==> src/design/ric_pkg.sv <==
`timescale 1ns / 1ps
`default_nettype none
// ----------------------------------------------------------------------------
// ric_pkg: shared definitions for the radix integer-to-digits converter
// Widths of the request and response fields, the radix limits and the
// digit-to-ASCII mapping.
// ----------------------------------------------------------------------------
package ric_pkg;

   localparam int unsigned ValueWidth = 64;
   localparam int unsigned RadixWidth = 6;
   localparam int unsigned DigitWidth = 6;
   localparam int unsigned CharWidth  = 7;
   localparam int unsigned CountWidth = 7;

   localparam logic [RadixWidth-1:0] RadixMin   = 6'd2;
   localparam logic [RadixWidth-1:0] RadixMax   = 6'd36;
   localparam logic [RadixWidth-1:0] RadixReset = 6'd10;

   localparam logic [CharWidth-1:0] AsciiZero   = 7'd48;
   // 'A' minus ten, so that digit ten maps to 'A'.
   localparam logic [CharWidth-1:0] AsciiLetter = 7'd55;

   typedef logic [ValueWidth-1:0] value_type;
   typedef logic [RadixWidth-1:0] radix_type;
   typedef logic [DigitWidth-1:0] digit_type;
   typedef logic [CharWidth-1:0]  char_type;
   typedef logic [CountWidth-1:0] count_type;

   // Maps a digit to its ASCII glyph; codes of 36 and above give '0'.
   function automatic char_type digit_ascii(input digit_type d);
      char_type c;
      if (d < 6'd10) begin
         c = AsciiZero + {1'b0, d};
      end else if (d < RadixMax) begin
         c = AsciiLetter + {1'b0, d};
      end else begin
         c = AsciiZero;
      end
      return c;
   endfunction

   // Keeps a radix write inside the supported range.
   function automatic radix_type clamp_radix(input radix_type r);
      radix_type c;
      if (r < RadixMin) begin
         c = RadixMin;
      end else if (r > RadixMax) begin
         c = RadixMax;
      end else begin
         c = r;
      end
      return c;
   endfunction

endpackage
`default_nettype wire

==> src/design/radix_integer_to_digits_top.sv <==
`timescale 1ns / 1ps
`default_nettype none
// ----------------------------------------------------------------------------
// radix_integer_to_digits_top: unsigned 64-bit integer to radix digit string
// Converts a value into ASCII digits ('0'-'9', 'A'-'Z') in a radix of 2..36.
//
// A request is taken at a rising edge with start high and busy low; req_value
// carries the integer. The block divides it repeatedly by the radix in one
// shared restoring divider and writes each remainder to the digit store as a
// digit. When it is through dividing, it reads the digit store back most
// significant digit first, one digit per cycle. Each response is shown on the
// rsp_ ports for exactly one cycle with rsp_strobe high; the receiver cannot
// stall it. rsp_digit_count gives the total digit count and rsp_last marks the
// least significant digit. Zero gives the single digit '0'.
// Per digit, the divider runs and its remainder is written to the store; the
// digits are then read back one by one through the registered store read and
// the response stage. Busy stays high until the last response is registered,
// so the next request can be taken at the edge that ends the last response.
// The user must write the radix register through csr_wr_en/csr_wr_data only
// while the block is idle; the block itself does not enforce this. Writes
// outside 2..36 are clamped. Reset (synchronous, active high) returns the
// radix to 10 and the block to idle.
// ----------------------------------------------------------------------------
module radix_integer_to_digits_top #(
   parameter int unsigned MAX_DIGIT_COUNT = 64
) (
   input  wire logic               clock,
   input  wire logic               reset,
   input  wire logic               start,
   output      logic               busy,
   input  wire ric_pkg::value_type req_value,
   output      logic               rsp_strobe,
   output      ric_pkg::char_type  rsp_digit_char,
   output      ric_pkg::count_type rsp_digit_count,
   output      logic               rsp_last,
   input  wire logic               csr_wr_en,
   input  wire ric_pkg::radix_type csr_wr_data
);
   import ric_pkg::*;

   localparam int unsigned AddrWidth = $clog2(MAX_DIGIT_COUNT);
   localparam int unsigned CntWidth  = $clog2(MAX_DIGIT_COUNT + 1);

   typedef enum logic [1:0] {
      ST_IDLE,
      ST_DIVIDE,
      ST_EMIT
   } state_type;

   state_type             state_ff, state_in;
   radix_type             radix_ff, radix_in;
   logic [CntWidth-1:0]   count_ff, count_in;
   logic [AddrWidth-1:0]  rd_addr_ff, rd_addr_in;
   logic                  rd_pending_ff, rd_pending_in;
   logic                  rd_last_ff, rd_last_in;
   logic                  rsp_strobe_ff, rsp_strobe_in;
   char_type              rsp_char_ff, rsp_char_in;
   count_type             rsp_count_ff, rsp_count_in;
   logic                  rsp_last_ff, rsp_last_in;

   logic                  accept;
   logic                  div_start;
   value_type             div_dividend;
   logic                  div_done;
   value_type             div_quotient;
   digit_type             div_remainder;
   logic                  store_wr_en;
   logic                  store_rd_en;
   digit_type             store_rd_data;
   logic [CntWidth-1:0]   count_next;

   assign busy   = (state_ff != ST_IDLE) || rd_pending_ff;
   assign accept = start && !busy;

   ric_divider u_divider (
      .clock     (clock),
      .reset     (reset),
      .start     (div_start),
      .dividend  (div_dividend),
      .divisor   (radix_ff),
      .done      (div_done),
      .quotient  (div_quotient),
      .remainder (div_remainder)
   );

   ric_ram #(
      .WIDTH (DigitWidth),
      .DEPTH (MAX_DIGIT_COUNT)
   ) u_digit_store (
      .clock   (clock),
      .wr_en   (store_wr_en),
      .wr_addr (count_ff[AddrWidth-1:0]),
      .wr_data (div_remainder),
      .rd_en   (store_rd_en),
      .rd_addr (rd_addr_ff),
      .rd_data (store_rd_data)
   );

   always_comb begin
      state_in      = state_ff;
      radix_in      = radix_ff;
      count_in      = count_ff;
      rd_addr_in    = rd_addr_ff;
      rd_pending_in = 1'b0;
      rd_last_in    = 1'b0;
      div_start     = 1'b0;
      div_dividend  = req_value;
      store_wr_en   = 1'b0;
      store_rd_en   = 1'b0;
      count_next    = count_ff + 1'b1;

      // Response stage: registers the store read data in the cycle after the read.
      rsp_strobe_in = rd_pending_ff;
      rsp_char_in   = digit_ascii(store_rd_data);
      rsp_count_in  = CountWidth'(count_ff);
      rsp_last_in   = rd_last_ff;

      if (csr_wr_en) begin
         radix_in = clamp_radix(csr_wr_data);
      end

      case (state_ff)
         ST_IDLE: begin
            if (accept) begin
               div_start = 1'b1;
               count_in  = '0;
               state_in  = ST_DIVIDE;
            end
         end
         ST_DIVIDE: begin
            if (div_done) begin
               store_wr_en = 1'b1;
               count_in    = count_next;
               // Stop when the quotient reaches zero or the store is full.
               if (div_quotient == '0 ||
                   count_next == CntWidth'(MAX_DIGIT_COUNT)) begin
                  rd_addr_in = count_ff[AddrWidth-1:0];
                  state_in   = ST_EMIT;
               end else begin
                  div_start    = 1'b1;
                  div_dividend = div_quotient;
               end
            end
         end
         ST_EMIT: begin
            store_rd_en   = 1'b1;
            rd_pending_in = 1'b1;
            rd_last_in    = (rd_addr_ff == '0);
            if (rd_addr_ff == '0) begin
               state_in = ST_IDLE;
            end else begin
               rd_addr_in = rd_addr_ff - 1'b1;
            end
         end
         default: begin
            state_in = ST_IDLE;
         end
      endcase
   end

   always_ff @(posedge clock) begin
      if (reset) begin
         state_ff      <= ST_IDLE;
         radix_ff      <= RadixReset;
         count_ff      <= '0;
         rd_pending_ff <= 1'b0;
         rsp_strobe_ff <= 1'b0;
      end else begin
         state_ff      <= state_in;
         radix_ff      <= radix_in;
         count_ff      <= count_in;
         rd_pending_ff <= rd_pending_in;
         rsp_strobe_ff <= rsp_strobe_in;
      end
      rd_addr_ff   <= rd_addr_in;
      rd_last_ff   <= rd_last_in;
      rsp_char_ff  <= rsp_char_in;
      rsp_count_ff <= rsp_count_in;
      rsp_last_ff  <= rsp_last_in;
   end

   assign rsp_strobe      = rsp_strobe_ff;
   assign rsp_digit_char  = rsp_char_ff;
   assign rsp_digit_count = rsp_count_ff;
   assign rsp_last        = rsp_last_ff;

   // A response always carries a legal glyph and a nonzero digit count.
   assert property (@(posedge clock) disable iff (reset)
      rsp_strobe |-> ((rsp_digit_char >= 7'd48 && rsp_digit_char <= 7'd57) ||
                      (rsp_digit_char >= 7'd65 && rsp_digit_char <= 7'd90)))
      else $error("response glyph out of range");

   assert property (@(posedge clock) disable iff (reset)
      rsp_strobe |-> (rsp_digit_count != '0))
      else $error("response with zero digit count");

   // The final digit closes the burst of responses.
   assert property (@(posedge clock) disable iff (reset)
      (rsp_strobe && rsp_last) |=> !rsp_strobe)
      else $error("response after the last digit");

   // An accepted request keeps the block busy on the next cycle.
   assert property (@(posedge clock) disable iff (reset)
      accept |=> busy)
      else $error("busy not raised after a request");

   // The radix register never leaves the supported range.
   assert property (@(posedge clock) disable iff (reset)
      (radix_ff >= RadixMin) && (radix_ff <= RadixMax))
      else $error("radix register out of range");

endmodule
`default_nettype wire

==> src/design/ric_ram.sv <==
`timescale 1ns / 1ps
`default_nettype none
// ----------------------------------------------------------------------------
// ric_ram: generic single-write, single-read memory
// One write port and one read port with registered read data.
// ----------------------------------------------------------------------------
module ric_ram #(
   parameter int unsigned WIDTH = 6,
   parameter int unsigned DEPTH = 64
) (
   input  wire logic                     clock,
   input  wire logic                     wr_en,
   input  wire logic [$clog2(DEPTH)-1:0] wr_addr,
   input  wire logic [WIDTH-1:0]         wr_data,
   input  wire logic                     rd_en,
   input  wire logic [$clog2(DEPTH)-1:0] rd_addr,
   output      logic [WIDTH-1:0]         rd_data
);

   logic [WIDTH-1:0] mem_ff [DEPTH];

   always_ff @(posedge clock) begin
      if (wr_en) begin
         mem_ff[wr_addr] <= wr_data;
      end
      if (rd_en) begin
         rd_data <= mem_ff[rd_addr];
      end
   end

endmodule
`default_nettype wire

==> src/design/ric_divider.sv <==
`timescale 1ns / 1ps
`default_nettype none
// ----------------------------------------------------------------------------
// ric_divider: iterative 64-bit by radix divider
// Restoring division, one quotient bit per cycle.
// ----------------------------------------------------------------------------
module ric_divider (
   input  wire logic              clock,
   input  wire logic              reset,
   input  wire logic              start,
   input  wire ric_pkg::value_type dividend,
   input  wire ric_pkg::radix_type divisor,
   output      logic              done,
   output      ric_pkg::value_type quotient,
   output      ric_pkg::digit_type remainder
);
   import ric_pkg::*;

   localparam int unsigned StepWidth = $clog2(ValueWidth);

   value_type              quo_ff, quo_in;
   digit_type              rem_ff, rem_in;
   logic [StepWidth-1:0]   step_ff, step_in;
   logic                   busy_ff, busy_in;
   logic                   done_ff, done_in;
   logic [DigitWidth:0]    partial;
   logic [DigitWidth:0]    diff;
   logic                   fits;

   always_comb begin
      partial = {rem_ff, quo_ff[ValueWidth-1]};
      diff    = partial - {1'b0, divisor};
      fits    = partial >= {1'b0, divisor};
      quo_in  = quo_ff;
      rem_in  = rem_ff;
      step_in = step_ff;
      busy_in = busy_ff;
      done_in = 1'b0;
      if (start) begin
         quo_in  = dividend;
         rem_in  = '0;
         step_in = '0;
         busy_in = 1'b1;
      end else if (busy_ff) begin
         quo_in  = {quo_ff[ValueWidth-2:0], fits};
         rem_in  = fits ? diff[DigitWidth-1:0] : partial[DigitWidth-1:0];
         step_in = step_ff + 1'b1;
         if (step_ff == StepWidth'(ValueWidth - 1)) begin
            busy_in = 1'b0;
            done_in = 1'b1;
         end
      end
   end

   always_ff @(posedge clock) begin
      if (reset) begin
         quo_ff  <= '0;
         busy_ff <= 1'b0;
         done_ff <= 1'b0;
         step_ff <= '0;
      end else begin
         quo_ff  <= quo_in;
         busy_ff <= busy_in;
         done_ff <= done_in;
         step_ff <= step_in;
      end
      rem_ff <= rem_in;
   end

   assign done      = done_ff;
   assign quotient  = quo_ff;
   assign remainder = rem_ff;

endmodule
`default_nettype wire
==> config.mk <==
export PLATFORM = sky130hd
export DESIGN_NAME = radix_integer_to_digits_top
export DESIGN_NICKNAME = d
export VERILOG_FILES = /design/src/design/ric_pkg.sv /design/src/design/radix_integer_to_digits_top.sv /design/src/design/ric_ram.sv /design/src/design/ric_divider.sv
export SDC_FILE = /design/constraint.sdc
export NUM_CORES = 1
export LEC_CHECK = 0
export ABC_CLOCK_PERIOD_IN_PS = 3400
export BUFFER_PORTS_ARGS = -buffer_cell sky130_fd_sc_hd__buf_2
export CORE_UTILIZATION = 60
export DETAILED_ROUTE_END_ITERATION = 16
export PLACE_DENSITY = 0.87
export SETUP_SLACK_MARGIN = 0.3
export SYNTH_ARGS = -nofsm -noshare
export SYNTH_HDL_FRONTEND = slang
export SYNTH_SLANG_ARGS = --single-unit
==> constraint.sdc <==
create_clock -name clock -period 3.4 [get_ports clock]
set_clock_uncertainty 0.1 [all_clocks]
set_input_delay 0.51 -clock clock [delete_from_list [all_inputs] [get_ports clock]]
set_output_delay 0.51 -clock clock [all_outputs]
set_load 0.02 [all_outputs]
Yosys cells after proc, flatten, opt, wreduce, memory -nomap -nowiden:

Memories as Yosys holds them, arrays and structs flattened. A register that Yosys moved wholly into a read port is not among the register bits.
Index checks and enable logic that the tools add are counted.

* add/sub/neg operators: 6
* order comparisons: 5
* equality and inequality tests: 10
* multiplexer cells: 35
* bitwise logic cells: 1
* reductions and logical operators: 17

Operator list (number)
* $mux W64: 5
* $logic_not A64 Y1: 1
* $mux W6: 6
* $mux W7: 4
* $add A6 B6 Y7 const A: 2
* $pmux W7 S2: 1
* $mux W1: 12
* $pmux W6 S2: 1
* $mux W2: 4
* $ne A2 B2 Y1 const B: 4
* $reduce_and A4 Y1: 2
* $reduce_bool A2 Y1: 4
* $add A7 B1 Y7 const B: 1
* $eq A7 B7 Y1 const B: 1
* $ge A7 B6 Y1: 1
* $add A6 B1 Y6 const B: 1
* $eq A6 B6 Y1 const B: 1
* $gt A6 B6 Y1 const B: 1
* $logic_not A6 Y1: 1
* $lt A6 B2 Y1 const B: 1
* $lt A6 B4 Y1 const B: 1
* $lt A6 B6 Y1 const B: 1
* $pmux W2 S3: 1
* $sub A6 B1 Y6 const B: 1
* 15 further kinds: 16

* flip-flop bits (word level): 117
* bits in writable memories: 384
* output and inout port bits: 17
* word-level logic and storage cells: 90
* memories kept: 1

Memory list
* u_digit_store.mem_ff: depth 64, bits a word 6, rd ports 1, clocked after Yosys merged registers in 1, write ports 1, RTL line ric_ram.sv:20 `logic [WIDTH-1:0] mem_ff [DEPTH];`

Depth between registers and ports, before layout:

Gate-level depths: netlist of the first run.

* depth in word-level cells: 8
* mapped depth: 10
* gate-level depth less buffers: 9

Modules after synthesis:

From an unflattened synthesis of the first run, not the netlist that was laid out.

* cells, all modules: 1460
* area, all modules: 21830.9 um2

By module, submodules not included
* ric_ram: times used 1, cells an instance 720, area an instance 15285.9 um2, seq. area each 11711.2 um2
* ric_divider: times used 1, cells an instance 457, area an instance 3764.9 um2, seq. area each 1561.5 um2
* radix_integer_to_digits_top: times used 1, cells an instance 283, area an instance 2780.2 um2, seq. area each 840.8 um2

Least setup slack after synthesis of the first run:

Ideal clock, no wire load.

* path kind: register to register
* from: register u_divider.rem_ff[0] (netlist: u_divider.remainder[0])
* to: register u_divider.rem_ff[2] (netlist: u_divider.remainder[2])
* arrival: 2.747 ns
* setup slack: 0.467 ns
* cell stages (with the launch flop): 8
* buffers on the path: 0
* clock period less this slack: 2.933 ns
* cell sequence: dfxtp_1 ha_1 nor2b_1 o21a_1 o31a_1 nor2_1 mux2i_1 a211oi_1

* word-level cells in the longest chain between the ends: 2

RTL lines
* from (decl): RTL line ric_divider.sv:22 `digit_type rem_ff, rem_in;`
* from (signal assigned): RTL line ric_divider.sv:67 `rem_ff <= rem_in;`
* $sub A6 B6 Y6 or $ge A7 B6 Y1 (tied branches): RTL line ric_divider.sv:32, ric_divider.sv:33
* $mux W6 (*): RTL line ric_divider.sv:46 `rem_in = fits ? diff[DigitWidth-1:0] : partial[DigitWidth-1:0];`

Every way passes the cells marked *; elsewhere a longest branch is shown, timed or not.
A chain may end at the register's enable or synchronous reset.

Worst setup path in the final report of the first run:

* from: register state_ff[0]
* to: memory u_digit_store.mem_ff[7][1] (enable)

* word-level cells in the longest chain between the ends: 4

RTL lines
* from (decl): RTL line radix_integer_to_digits_top.sv:50 `state_type state_ff, state_in;`
* from (signal assigned): RTL line radix_integer_to_digits_top.sv:169 `state_ff <= state_in;`
* $eq A2 B1 Y1: RTL line radix_integer_to_digits_top.sv:122 `case (state_ff)`
* $mux W1: RTL line radix_integer_to_digits_top.sv:122
* $mux W1: RTL line ric_ram.sv:23 `if (wr_en) begin`
* $mux W1 (not written as such): RTL line ric_ram.sv:24 `mem_ff[wr_addr] <= wr_data;`
* to (decl): RTL line ric_ram.sv:20

No other way between the ends.

==> results of run 1 <==
-- critical path: stages (launching register included) --
cell	delay (ps)
dfxtp_1	340
nor2b_1	270
buf_4	190
and3_1	280
nand3_1	700
nor2_1	710
-- cell type report --
type,instances,area share [%]
clock buffers,62,5.62
clock inverters,28,1.17
inverters,24,0.385
multi-input cells,764,27.0
flip-flops and latches,507,60.4
well taps,448,2.40
repair buffers,117,3.07
-- sequential cells by signal, indices dropped and copies added (netlist names), 6 cells and up --
name / cells
u_digit_store.mem_ff: 384
u_divider.quotient: 64
count_ff: 7
rsp_digit_char: 7
rsp_digit_count: 7
radix_ff: 6
rd_addr_ff: 6
u_digit_store.rd_data: 6
u_divider.remainder: 6
u_divider.step_ff: 6
-- cells in the mapped netlist (all sizes together), types with 2 or more instances --
cell      n  area, um2
a221oi    3       32.5
nand4     9       56.3
o21a      2       15.0
nand2   203        762
mux2i    10        100
nor2b     8       50.1
nor3     10       50.1
a21oi    24        120
and3      3       18.8
xor2      4       35.0
o211ai    7       52.6
nand3    24        120
o311ai    2       17.5
mux4    109       2450
a21o      2       15.0
buf      37        238
clkbuf   45        169
o32a      2       21.3
nor4     17        106
a211oi    7       52.6
inv      23       86.3
edfxtp  396      11900
or3       3       18.8
o221ai    2       17.5
nand2b    7       43.8
a31oi     2       12.5
a2111o    2       22.5
dfxtp   111       2220
and2      5       31.3
o21ai    32        160
a311oi   65        920
nor2    164        616
ha       14        175
a22oi     3       22.5
xnor2     9       78.8
-- repair_timing --
item,in CTS,in global routing
setup endpoints to repair,0,18
resized for setup,0,3
setup buffers,0,0
-- how the worst max path moves through the flow --
stage	start	cells past startpoint	endpoint
after floorplan	u_divider.remainder[0]$_SDFFE_PN0P_	7	u_divider.remainder[2]$_SDFFE_PN0P_
after global placement	state_ff[0]$_SDFFE_PP0P_	5	u_digit_store.mem_ff[31][3]$_DFFE_PP_
after detailed placement	state_ff[0]$_SDFFE_PP0P_	5	u_digit_store.mem_ff[31][4]$_DFFE_PP_
after CTS	state_ff[0]$_SDFFE_PP0P_	5	u_digit_store.mem_ff[63][0]$_DFFE_PP_
after global routing	state_ff[0]$_SDFFE_PP0P_	5	u_digit_store.mem_ff[15][1]$_DFFE_PP_
final	state_ff[0]$_SDFFE_PP0P_	5	u_digit_store.mem_ff[7][1]$_DFFE_PP_
-- report_power, final --
part	leakage (nW)	internal (mW)	switching, mW
registers	4.48	7.03	0.0916
logic	2.61	0.296	0.697
clock network	0.777	3.07	2.31
-- layout by cell type, fill, tap and decap left out, types with 10 or more instances in the layout --
cell type	synthesis	layout
inv_1	21	21
a311oi_2	56	56
nor2_1	164	161
edfxtp_1	396	396
ha_1	14	14
a21oi_1	24	24
nand2_1	203	202
o21ai_0	32	32
mux4_2	109	109
nand3_1	24	24
buf_2	16	89
buf_4	7	23
mux2i_1	10	10
dfxtp_1	111	105
nor4_1	17	17
clkbuf_16	0	49
nor3_1	10	10
-- kinds of logic after synthesis --
group / after synthesis / share of synthesized area [%]
AOI/OAI and AO/OA: 159 / 7.24
muxes: 120 / 12.3
adders and majority gates: 15 / 0.934
buffers and inverters: 106 / 2.38
DFF: 507 / 67.5
and+or+nand+nor: 457 / 9.10
xor gates and xnor gates: 13 / 0.545
-- layer usage --
metal / GRT usage, % / part of all wire, % / vias to the layer above
li1: - / - / 5476
met1: 35.9 / 37 / 6261
met2: 47.0 / 50 / 850
met3: 4.95 / 9.1 / 125
met4: 10.9 / 3.7 / 0
met5: 0 / 0 / -
==> results.py, run 1 <==
metrics = {
    "outcome": {
        "status": "completed",
    },
    "finish": {
        "post-route-util_pct": 69.1,
        "area_growth_pct": 11.9,
        "multi_input_area_um2": 6310,
        "fillers": 2104,
        "antenna_cells": 0,
        "final_cells": 1950,
        "fin_nets": 1551,
        "drive_above_1_share_pct": 25.0,
        "design_area_um2": 23400,
        "ff_latch_area_um2": 14100,
    },
    "clock_network": {
        "cts_buffer_depth": 3,
        "clk_pin_slew_ps": 70,
        "cts_root_buf": "clkbuf_16",
        "hold_buffers": 0,
        "cts_sinks": 507,
        "cts_tree": "yes",
        "worstSkewPairLatency_ps": 550,
        "cts_made_buffers": 48,
        "h-tree-depth": 2,
    },
    "floorplan": {
        "design.die.area_um2": 35600,
        "core-area_um2": 33900,
        "io-pin-count": 91,
        "rows": 67,
        "fp.dieH_um": 189,
        "start_util_pct": 61.7,
        "die_x_um": 189,
    },
    "placement": {
        "routabilityCongestion": 0.824,
        "post-place-ws_ps": 624,
        "dp_cells": 1860,
        "placed_area_um2": 21800,
        "place.detailed.hpwl_um": 28700,
        "portBuffers": 90,
    },
    "routing": {
        "drc_errors": 0,
        "wl_per_cell_um": 24.8,
        "dr_total_vias": 12712,
        "viasPerCell": 6.52,
        "drt_iter0_markers": 1414,
        "drt_first_pass_iters": 6,
        "wl_um": 48500,
        "ant_nets": 0,
    },
    "logic_synthesis": {
        "ys_seq_elements": 507,
        "synth-edff-count": 396,
        "syn-cell-area_um2": 20900,
        "synth_area_per_cell_um2": 15.2,
        "synthArstFlopShare_pct": 0,
        "synth_ff_type": "edfxtp_1",
        "seq_area_frac_synth_pct": 67.5,
        "ys_warn_count": 0,
        "yosysUniqueCellTypes": 53,
        "synthCells": 1377,
        "syn_nets": 1466,
    },
    "worst_setup_path": {
        "crit_path_start_kind": "register",
        "path_class": "reg -> reg",
        "crit_fanout": 9,
        "endpoint_kind": "register",
        "r2r-start": "state_ff[0]$_SDFFE_PP0P_",
        "reg2reg_to": "u_digit_store.mem_ff[7][1]$_DFFE_PP_",
        "cp.required_ps": 3480,
        "reg2reg_depth": 5,
        "crit_arrival_ps": 3040,
        "rrSetupSlack_ps": 440,
    },
    "timing": {
        "worst_slew_pin_slew_ps": 1010,
        "layout_setup_ws_ps": 445,
        "fin_setup_tns_ps": 0,
        "max_freq_mhz": 338,
        "fin_crit_ps": 2960,
        "maxSlewViolCount": 0,
        "finalSetupViolCount": 0,
        "grt_setup_unrepaired": "true",
        "slew_headroom_pct": 32.5,
        "hold_viol": 0,
        "fin_crit_sh_pct": 86.9,
        "whs_ps": 123,
    },
    "power_and_ir_drop": {
        "finalPower_mw": 13.5,
        "power_density_nw_per_um2": 576,
        "leakagePower_nw": 7.87,
        "ir_drop_uv": 350,
    },
    "global_route": {
        "grt_pass1_vias": 12773,
        "track_usage_pct": 27.8,
        "grt_pass1_wl_um": 74600,
        "grt_antenna_before_repair": 0,
        "grt_overflow_total": 0,
        "grt_max_degree": 89,
    },
    "hold_path": {
        "hold_path.startpoint": "req_value[26]",
        "holdPathStages": 3,
        "min_path_type": "in -> reg",
        "min_to": "u_divider.quotient[26]$_SDFFE_PP0P_",
    },
    "job": {
        "max-cap-violations": 0,
    },
}
No activity file was read; power rests on OpenSTA's default activity.
==> inputs of run 2 (changes only) <==
ABC_CLOCK_PERIOD_IN_PS = 2700   (was 3400)
CORE_UTILIZATION = 55   (was 60)
PLACE_DENSITY = 0.84   (was 0.87)
TNS_END_PERCENT = 1   (was unset)
clock period = 2.7 ns   (was 3.4 ns; I/O delays follow)
==> results.py, run 2 (synthesis gave the netlist of run 1 again) <==
metrics = {
    "global_route": {
        "grt_overflow_total": 0,
        "grt_antenna_before_repair": 1,
        "grt_pass1_vias": 13017,
        "grt_max_degree": 68,
        "track_usage_pct": 25.2,
        "grt_pass1_wl_um": 74200,
    },
    "power_and_ir_drop": {
        "finalPower_mw": 16.9,
        "p_clk_share_pct": 38.8,
        "leakagePower_nw": 8.58,
        "p_sw_share_pct": 23.1,
        "seqPwrFrac_pct": 53.1,
        "netSwitchingPower_mw": 3.91,
        "ir_drop_uv": 486,
        "p_int_mw": 13.0,
        "pwr-share-comb_pct": 8.1,
        "power_density_nw_per_um2": 685,
    },
    "outcome": {
        "status": "completed",
    },
    "clock_network": {
        "cts_made_buffers": 50,
        "worstSkewPairLatency_ps": 570,
        "cts_buffer_depth": 3,
        "h-tree-depth": 2,
        "cts_sinks": 507,
        "cts_root_buf": "clkbuf_16",
        "clk_pin_slew_ps": 60,
        "cts_tree": "yes",
    },
    "placement": {
        "portBuffers": 90,
        "routabilityCongestion": 0.835,
        "placed_area_um2": 22600,
        "post-place-ws_ps": 115,
        "place.detailed.hpwl_um": 29800,
        "dp_cells": 2010,
    },
    "floorplan": {
        "start_util_pct": 55.8,
        "design.die.area_um2": 38800,
        "io-pin-count": 91,
        "fp.dieH_um": 197,
        "core-area_um2": 37500,
        "rows": 71,
        "die_x_um": 197,
    },
    "worst_setup_path": {
        "reg2reg_to": "u_digit_store.rd_data[2]$_DFFE_PP_",
        "crit_path_start_kind": "register",
        "r2r-start": "rd_addr_ff[0]$_DFFE_PP_",
        "path_class": "reg -> reg",
        "crit_arrival_ps": 2810,
        "rrSetupSlack_ps": 90,
        "cp.required_ps": 2890,
        "reg2reg_depth": 7,
        "endpoint_kind": "register",
        "crit_fanout": 5,
    },
    "timing": {
        "maxSlewViolCount": 0,
        "fin_crit_sh_pct": 96.8,
        "whs_ps": 20.8,
        "hold_viol": 0,
        "worst_slew_pin_slew_ps": 740,
        "fin_crit_ps": 2610,
        "finalSetupViolCount": 0,
        "layout_setup_ws_ps": 85.6,
        "max_freq_mhz": 382,
        "fin_setup_tns_ps": 0,
        "slew_headroom_pct": 50.7,
        "grt_setup_unrepaired": "true",
    },
    "routing": {
        "wl_per_cell_um": 23.7,
        "wl_um": 50500,
        "drt_iter0_markers": 1398,
        "drc_errors": 0,
        "ant_nets": 0,
        "dr_total_vias": 13318,
        "viasPerCell": 6.25,
        "drt_first_pass_iters": 5,
    },
    "hold_path": {
        "min_path_type": "in -> reg",
        "min_to": "u_divider.quotient[63]$_SDFFE_PP0P_",
        "hold_path.startpoint": "req_value[63]",
        "holdPathStages": 3,
    },
    "finish": {
        "largest-register": "u_digit_store.mem_ff",
        "design_area_um2": 24700,
        "fin_nets": 1671,
        "antenna_cells": 0,
        "layout_common_cells": "edfxtp_1, nand2_1, nor2_1",
        "largest_reg_flops": 384,
        "area_growth_pct": 18.1,
        "final_cells": 2132,
        "final_common_cell": "edfxtp_1",
        "post-route-util_pct": 65.9,
        "drive_above_1_share_pct": 31.0,
    },
    "job": {
        "max-cap-violations": 0,
    },
}
run 2: cell count changes in the layout (fill, tap and decap cells not counted), sizes merged:
cell | previous run | this run
buf | 117 | 223
clkbuf | 62 | 73
clkinv | 16 | 22
dlygate4sd3 | 0 | 5
inv | 29 | 25
clkinvlp | 3 | 0
bufinv | 4 | 2
run 2: layout make-up:
class | instances | area [um2]
timing repair buffer | 235 | 1890
clock inverter | 25 | 185
clock buffer | 66 | 1340
sequential | 507 | 14100
multi-input combinational | 764 | 6420
fill | 2443 | 12800
inverter | 24 | 90.1
tap | 511 | 639
run 2: critical path, stage by stage (launching register included):
cell and delay, ps:
edfxtp_1 450, buf_4 180, clkbuf_16 150, buf_4 140
mux4_2 430, mux4_2 530, a22oi_2 210, o221ai_2 150
run 2: how the worst max path moves through the flow:
stage | start | endpoint | slack [ps] | depth (start not counted)
6_report | rd_addr_ff[0]$_DFFE_PP_ | u_digit_store.rd_data[2]$_DFFE_PP_ | 90 | 7
5_1_grt | rd_addr_ff[0]$_DFFE_PP_ | u_digit_store.rd_data[2]$_DFFE_PP_ | 70 | 7
4_1_cts | rd_addr_ff[0]$_DFFE_PP_ | u_digit_store.rd_data[5]$_DFFE_PP_ | 140 | 6
3_5_place_dp | rd_addr_ff[0]$_DFFE_PP_ | u_digit_store.rd_data[2]$_DFFE_PP_ | 110 | 6
3_3_place_gp | rd_addr_ff[0]$_DFFE_PP_ | u_digit_store.rd_data[4]$_DFFE_PP_ | 210 | 7
2_1_floorplan | rd_addr_ff[0]$_DFFE_PP_ | u_digit_store.rd_data[2]$_DFFE_PP_ | 200 | 7
run 2: routing by layer:
layer	GRT usage [%]	vias up	part of all wire, %
li1	-	5691	-
met1	32.8	6647	37
met2	42.6	833	51
met3	5.01	147	9.3
met4	8.04	0	3.2
met5	0	-	0
run 2: power by group through the flow:
stage | Combinational [mW] | Clock (mW) | Sequential [mW]
after floorplan | 0.663 | 0 | 9.27
after global placement | 1.17 | 0 | 9.12
after detailed placement | 1.24 | 0 | 9.12
after CTS | 1.26 | 6.62 | 8.96
after global routing | 1.48 | 6.92 | 8.98
final | 1.37 | 6.57 | 8.97
run 2: timing repair:
item                                    CTS  global route
endpoints found under the setup margin  120           250
buffers inserted                          0            17
pin swaps                                 0            11
hold endpoints to repair                  5             0
hold buffers                              5             0
gates cloned                              0             9
gates resized for setup                   3            28
